$ cat src/design/eec_pkg.sv
`timescale 1ns / 1ps
// eec_pkg: field widths and counter sizing for the extended euclid block
// no dependencies; imported by extended_euclid_coefficients

package eec_pkg;

   // operand and gcd width
   localparam int OPND_W = 31;
   // width of the coefficient result fields
   localparam int OUT_W  = 32;
   // bit counter of the shared divider
   localparam int CNT_W  = $clog2(OPND_W);

endpackage : eec_pkg

$ cat src/design/extended_euclid_coefficients.sv
`timescale 1ns / 1ps
// extended_euclid_coefficients: bezout coefficients and gcd of two operands
// depends on eec_pkg
//
// usage
//   req channel (req_valid / req_ready) carries operand_a and operand_b, one beat
//   per item. rsp channel (rsp_valid / rsp_ready) returns one beat per item with
//   coef_b, coef_a, gcd_value and divide_by_zero, where
//   coef_a * operand_a + coef_b * operand_b = gcd_value (modulo 2^WIDTH).
//   a zero operand_b returns divide_by_zero with all other fields zero.
//   each euclid step runs a restoring divider one quotient bit per cycle,
//   with the quotient-times-coefficient products built alongside from the
//   same quotient bits, then an update state moves the coefficient rows.
//   an item runs one step per division (at most about 46 for 31-bit operands).
//   req_ready is high only while the sequencer is idle; a finished result sits
//   in the output register, so the next item can be taken while rsp is stalled.
//   a stalled rsp holds the next result in the sequencer until the beat leaves.
//   reset empties the output register and returns the sequencer to idle.

module extended_euclid_coefficients
   import eec_pkg::*;
#(
   parameter int WIDTH = 32
) (
   input  logic                    clock,
   input  logic                    reset,
   input  logic                    req_valid,
   output logic                    req_ready,
   input  logic [OPND_W-1:0]       req_operand_a,
   input  logic [OPND_W-1:0]       req_operand_b,
   output logic                    rsp_valid,
   input  logic                    rsp_ready,
   output logic signed [OUT_W-1:0] rsp_coef_b,
   output logic signed [OUT_W-1:0] rsp_coef_a,
   output logic [OPND_W-1:0]       rsp_gcd_value,
   output logic                    rsp_divide_by_zero
);

   typedef enum logic [1:0] {
      ST_IDLE,
      ST_DIV,
      ST_UPDATE,
      ST_FINISH
   } state_type;

   state_type            state_ff, state_in;
   logic [CNT_W-1:0]     cnt_ff, cnt_in;
   logic [OPND_W-1:0]    num_ff, num_in;
   logic [OPND_W-1:0]    den_ff, den_in;
   logic [OPND_W-1:0]    rem_ff, rem_in;
   logic [WIDTH-1:0]     a_prev_ff, a_prev_in;
   logic [WIDTH-1:0]     b_prev_ff, b_prev_in;
   logic [WIDTH-1:0]     a_cur_ff, a_cur_in;
   logic [WIDTH-1:0]     b_cur_ff, b_cur_in;
   logic [WIDTH-1:0]     pa_ff, pa_in;
   logic [WIDTH-1:0]     pb_ff, pb_in;
   logic                 dz_ff, dz_in;

   logic                 rsp_valid_ff, rsp_valid_in;
   logic [OUT_W-1:0]     rsp_coef_b_ff, rsp_coef_b_in;
   logic [OUT_W-1:0]     rsp_coef_a_ff, rsp_coef_a_in;
   logic [OPND_W-1:0]    rsp_gcd_ff, rsp_gcd_in;
   logic                 rsp_dz_ff, rsp_dz_in;

   // restoring divider step
   logic [OPND_W:0]      rem_shift;
   logic [OPND_W:0]      den_ext;
   logic [OPND_W:0]      rem_diff;
   logic                 q_bit;

   assign rem_shift = {rem_ff, num_ff[OPND_W-1]};
   assign den_ext   = {1'b0, den_ff};
   assign rem_diff  = rem_shift - den_ext;
   assign q_bit     = (rem_shift >= den_ext);

   assign req_ready = (state_ff == ST_IDLE);

   always_comb begin
      state_in      = state_ff;
      cnt_in        = cnt_ff;
      num_in        = num_ff;
      den_in        = den_ff;
      rem_in        = rem_ff;
      a_prev_in     = a_prev_ff;
      b_prev_in     = b_prev_ff;
      a_cur_in      = a_cur_ff;
      b_cur_in      = b_cur_ff;
      pa_in         = pa_ff;
      pb_in         = pb_ff;
      dz_in         = dz_ff;
      rsp_valid_in  = rsp_valid_ff && !rsp_ready;
      rsp_coef_b_in = rsp_coef_b_ff;
      rsp_coef_a_in = rsp_coef_a_ff;
      rsp_gcd_in    = rsp_gcd_ff;
      rsp_dz_in     = rsp_dz_ff;

      unique case (state_ff)
         ST_IDLE: begin
            if (req_valid) begin
               num_in    = req_operand_a;
               den_in    = req_operand_b;
               rem_in    = '0;
               cnt_in    = '0;
               pa_in     = '0;
               pb_in     = '0;
               a_prev_in = WIDTH'(1);
               b_prev_in = '0;
               a_cur_in  = '0;
               b_cur_in  = WIDTH'(1);
               dz_in     = (req_operand_b == '0);
               state_in  = (req_operand_b == '0) ? ST_FINISH : ST_DIV;
            end
         end
         ST_DIV: begin
            rem_in = q_bit ? rem_diff[OPND_W-1:0] : rem_shift[OPND_W-1:0];
            num_in = {num_ff[OPND_W-2:0], 1'b0};
            // products q * a_cur and q * b_cur, msb-first from the quotient bits
            pa_in  = {pa_ff[WIDTH-2:0], 1'b0} + (q_bit ? a_cur_ff : '0);
            pb_in  = {pb_ff[WIDTH-2:0], 1'b0} + (q_bit ? b_cur_ff : '0);
            if (cnt_ff == CNT_W'(OPND_W - 1)) begin
               state_in = ST_UPDATE;
            end else begin
               cnt_in = cnt_ff + CNT_W'(1);
            end
         end
         ST_UPDATE: begin
            if (rem_ff == '0) begin
               state_in = ST_FINISH;
            end else begin
               a_prev_in = a_cur_ff;
               b_prev_in = b_cur_ff;
               a_cur_in  = a_prev_ff - pa_ff;
               b_cur_in  = b_prev_ff - pb_ff;
               num_in    = den_ff;
               den_in    = rem_ff;
               rem_in    = '0;
               pa_in     = '0;
               pb_in     = '0;
               cnt_in    = '0;
               state_in  = ST_DIV;
            end
         end
         ST_FINISH: begin
            // wait for the output register to drain
            if (!rsp_valid_ff || rsp_ready) begin
               rsp_valid_in  = 1'b1;
               rsp_dz_in     = dz_ff;
               rsp_coef_b_in = dz_ff ? '0 : OUT_W'(b_cur_ff);
               rsp_coef_a_in = dz_ff ? '0 : OUT_W'(a_cur_ff);
               rsp_gcd_in    = dz_ff ? '0 : den_ff;
               state_in      = ST_IDLE;
            end
         end
         default: begin
            state_in = ST_IDLE;
         end
      endcase
   end

   always_ff @(posedge clock) begin
      if (reset) begin
         state_ff     <= ST_IDLE;
         rsp_valid_ff <= 1'b0;
      end else begin
         state_ff     <= state_in;
         rsp_valid_ff <= rsp_valid_in;
      end
      cnt_ff        <= cnt_in;
      num_ff        <= num_in;
      den_ff        <= den_in;
      rem_ff        <= rem_in;
      a_prev_ff     <= a_prev_in;
      b_prev_ff     <= b_prev_in;
      a_cur_ff      <= a_cur_in;
      b_cur_ff      <= b_cur_in;
      pa_ff         <= pa_in;
      pb_ff         <= pb_in;
      dz_ff         <= dz_in;
      rsp_coef_b_ff <= rsp_coef_b_in;
      rsp_coef_a_ff <= rsp_coef_a_in;
      rsp_gcd_ff    <= rsp_gcd_in;
      rsp_dz_ff     <= rsp_dz_in;
   end

   assign rsp_valid          = rsp_valid_ff;
   assign rsp_coef_b         = rsp_coef_b_ff;
   assign rsp_coef_a         = rsp_coef_a_ff;
   assign rsp_gcd_value      = rsp_gcd_ff;
   assign rsp_divide_by_zero = rsp_dz_ff;

   // partial remainder never reaches the divisor
   assert property (@(posedge clock) disable iff (reset)
      (state_ff == ST_DIV) |-> (den_ff != '0) && (rem_ff < den_ff))
      else $error("divider remainder out of range");

   // coefficient update only after a full set of quotient bits
   assert property (@(posedge clock) disable iff (reset)
      (state_ff == ST_UPDATE) |-> ($past(state_ff) == ST_DIV) &&
                                  ($past(cnt_ff) == CNT_W'(OPND_W - 1)))
      else $error("update entered before division finished");

   // a zero divisor beat carries only the flag
   assert property (@(posedge clock) disable iff (reset)
      (rsp_valid_ff && rsp_dz_ff) |->
         (rsp_coef_b_ff == '0) && (rsp_coef_a_ff == '0) && (rsp_gcd_ff == '0))
      else $error("divide by zero beat with nonzero fields");

   // a normal result always has a nonzero gcd
   assert property (@(posedge clock) disable iff (reset)
      (rsp_valid_ff && !rsp_dz_ff) |-> (rsp_gcd_ff != '0))
      else $error("zero gcd without divide by zero");

   // a new result is loaded only into a free or draining output register
   assert property (@(posedge clock) disable iff (reset)
      (state_ff == ST_FINISH && rsp_valid_ff && !rsp_ready) |=> (state_ff == ST_FINISH))
      else $error("result dropped while output stalled");

endmodule : extended_euclid_coefficients
$ cat config.mk
export PLATFORM = sky130hd
export DESIGN_NAME = extended_euclid_coefficients
export DESIGN_NICKNAME = d
export VERILOG_FILES = /design/src/design/eec_pkg.sv /design/src/design/extended_euclid_coefficients.sv
export SDC_FILE = /design/constraint.sdc
export NUM_CORES = 1
export LEC_CHECK = 0
export ABC_AREA = 1
export BUFFER_PORTS_ARGS = -buffer_cell sky130_fd_sc_hd__buf_4
export CORE_UTILIZATION = 29
export DETAILED_ROUTE_END_ITERATION = 8
export PLACE_DENSITY_LB_ADDON = 0.15
export SETUP_SLACK_MARGIN = 0.1
export SYNTH_ARGS = -nofsm -noshare
export SYNTH_HDL_FRONTEND = slang
export SYNTH_SLANG_ARGS = --single-unit
export TNS_END_PERCENT = 20
$ cat constraint.sdc
create_clock -name clock -period 11.5 [get_ports clock]
set_input_delay 1.15 -clock clock [delete_from_list [all_inputs] [get_ports clock]]
set_output_delay 1.15 -clock clock [all_outputs]
set_load 0.1 [all_outputs]
==> impl_metrics.tcl <==
set metrics [dict create \
    dp_cells 4242 \
    routed_wl_um 77900 \
    clk_pin_slew_ns 0.06 \
    cts_tree "yes" \
    maxSlewHeadroom_pct 28.0 \
    stdcell_count 4335 \
    holdWs_ns 0.531 \
    yosysMostFrequentCell "nand2_1" \
    clkSinkCount 390 \
    syn_area_per_cell_um2 8.20 \
    cp-end-kind "flip-flop" \
    design.die.area_mm2 0.0860 \
    drive_gt1_share_pct 9.22 \
    setup_slack_ns 6.37 \
    yosysSeqAreaShare_pct 47.5 \
    critPathMaxStageDelay_ns 0.60 \
    place_ws_ns 6.33 \
    slew_violations 0 \
    ios 164 \
    yosysTopAreaCellShare_pct 47.2 \
    fin_tns_setup_ns 0 \
    critPathArrivalTime_ns 5.50 \
    min_path_type "flip-flop to flip-flop" \
    ctsHoldBuffers 0 \
    drtIter0Drc 1522 \
    rsz0062_at_grt "no" \
    synthTopCellsByCount "nand2_1 (624), nor2_1 (438), inv_1 (429), edfxtp_1 (387), a21oi_1 (303)" \
    path_buf_inv 4 \
    die_y_um 293 \
    finalCriticalPeriod_ns 5.13 \
    grt_pass1_wl_um 119000 \
    setup_viol 0 \
    finalCritPeriodShare_pct 44.6 \
    synth_edf_count 387 \
    syn_to_final_growth_pct 17.2 \
    n_antenna_cell 0 \
    grtUsageTotal_pct 17.9 \
    clock_latency_ns 0.61 \
    nNetsFinal 3391 \
    vias 20700 \
    antenna_found_initial 0 \
    cts_root_buf "clkbuf_16" \
    synth-main-ff-cell "edfxtp_1" \
    max_freq_mhz 195 \
    cts_buffers 51 \
    gp_congestion 0.915 \
    synth_area_mm2 0.0246 \
    worst-setup-path-type "flip-flop to flip-flop" \
    start_util_pct 29.4 \
    grt_pass1_vias 20200 \
    cts.htree.levels 2 \
    critPathSlowestCell "inv_2" \
    crit_top_cell "nand2_1" \
    core_area_mm2 0.0838 \
    yosysUniqueCellTypes 46 \
    synth-warning-count 0 \
    critPathTopFamily "simple AND/OR/NAND/NOR gates" \
    drt_pre_antenna_iters 5 \
    finalHoldViolations 0 \
    status "complete, no violations" \
    yosys.area.top_type "edfxtp_1" \
    ctsResizeCount 0 \
    fillers 8981 \
    grt_overflow 0 \
    syn-num-nets 3229 \
    cts_setup_buffers 0 \
    via_per_inst 4.77 \
    syn_inst 2999 \
    skew_ns 0.0249 \
    grt_max_degree 89 \
    clockBufferDepth 3 \
    required_ns 11.86 \
    rows 106 \
    cap_violations 0 \
    cp_max_fo 68 \
    die_w_um 293 \
    ys_seq_elements 390 \
    dpl.hpwl_um 59000 \
    tightest_slew_ns 1.08 \
    io_buffers 163 \
    ant_nets 0 \
    async_flop_share_pct 0 \
    drc 0 \
    wl_per_cell_um 18.0 \
    synth.area.top_cells "edfxtp_1 (47%), nand2_1 (9.5%), ha_1 (8.1%)" \
    cp-start-kind "flip-flop" \
]
-- path summary, 6_finish.rpt --
path                              from                         end  slack (ns)  cells past startpoint
max               num_ff[30]$_DFFE_PP_     pb_ff[31]$_SDFFCE_PP0P_        6.37                     27
min          b_cur_ff[7]$_SDFFCE_PN0P_  b_prev_ff[7]$_SDFFCE_PN0P_        0.53                      2
max reg2reg       num_ff[30]$_DFFE_PP_     pb_ff[31]$_SDFFCE_PP0P_        6.37                     27
min reg2reg  b_cur_ff[7]$_SDFFCE_PN0P_  b_prev_ff[7]$_SDFFCE_PN0P_        0.53                      2
-- tightest hold or removal path, stage by stage, from the launching register on --
cell	delay (ns)
edfxtp_1	0.34
nand2_1	0.05
inv_1	0.04
-- layout make-up --
cell class              count  area [µm²]  area share [%]
flip-flops and latches    390       11700            40.5
clock inverters            35         385            1.34
inverters                 433        1630            5.64
well taps                1134        1420            4.92
repair buffers            178        1340            4.63
clock buffers              58        1350            4.66
multi-input cells        2107       11000            38.3
-- flip-flops by register name (all words and copies together), names as in the netlist, 32 cells and up --
name and flops:
a_cur_ff 32, a_prev_ff 32, b_cur_ff 32, b_prev_ff 32, pa_ff 32, pb_ff 32
rsp_coef_a 32, rsp_coef_b 32
-- layer usage --
metal	vias to the layer above	part of all wire, %	track usage, %
li1	10500	-	-
met1	9698	49	26.0
met2	422	44	28.2
met3	87	4.5	2.37
met4	0	1.9	4.36
met5	-	0	0
-- kinds of logic after synthesis --
kind of cell / share of synthesized area [%]
AO/OA/AOI/OAI: 14.9
XOR/XNOR: 0.890
adder cells (fa/ha/maj): 8.49
buffers and inverters: 7.86
flip-flops: 47.5
AND/OR/NAND/NOR: 20.4
-- metrics by stage --
stage	util (%)	cell area [µm²]
floorplan	-	24600
global placement	32.3	27100
detailed placement	32.3	27100
CTS	34.4	28800
global route	34.4	28800
finish	34.4	28800
-- cells in the final DEF, fill, tap and decap left out, drive strengths merged --
cell,count
o21ai,240
nand3b,4
a21oi,306
o21a,14
dfxtp,3
nand3,95
a31oi,47
fa,5
nor3,34
a211oi,3
and2,1
bufinv,8
a21boi,11
xnor2,15
clkbuf,58
ha,159
edfxtp,387
xor2,10
nor3b,1
o21bai,22
nor2,442
buf,178
clkinv,20
inv,433
nand2,630
o211ai,7
nor4,25
clkinvlp,7
a21o,18
nand4,13
or2,4
and3,1
Power is not shown: default switching activity piles up to over one toggle a cycle in this logic, so the estimate is an artifact.
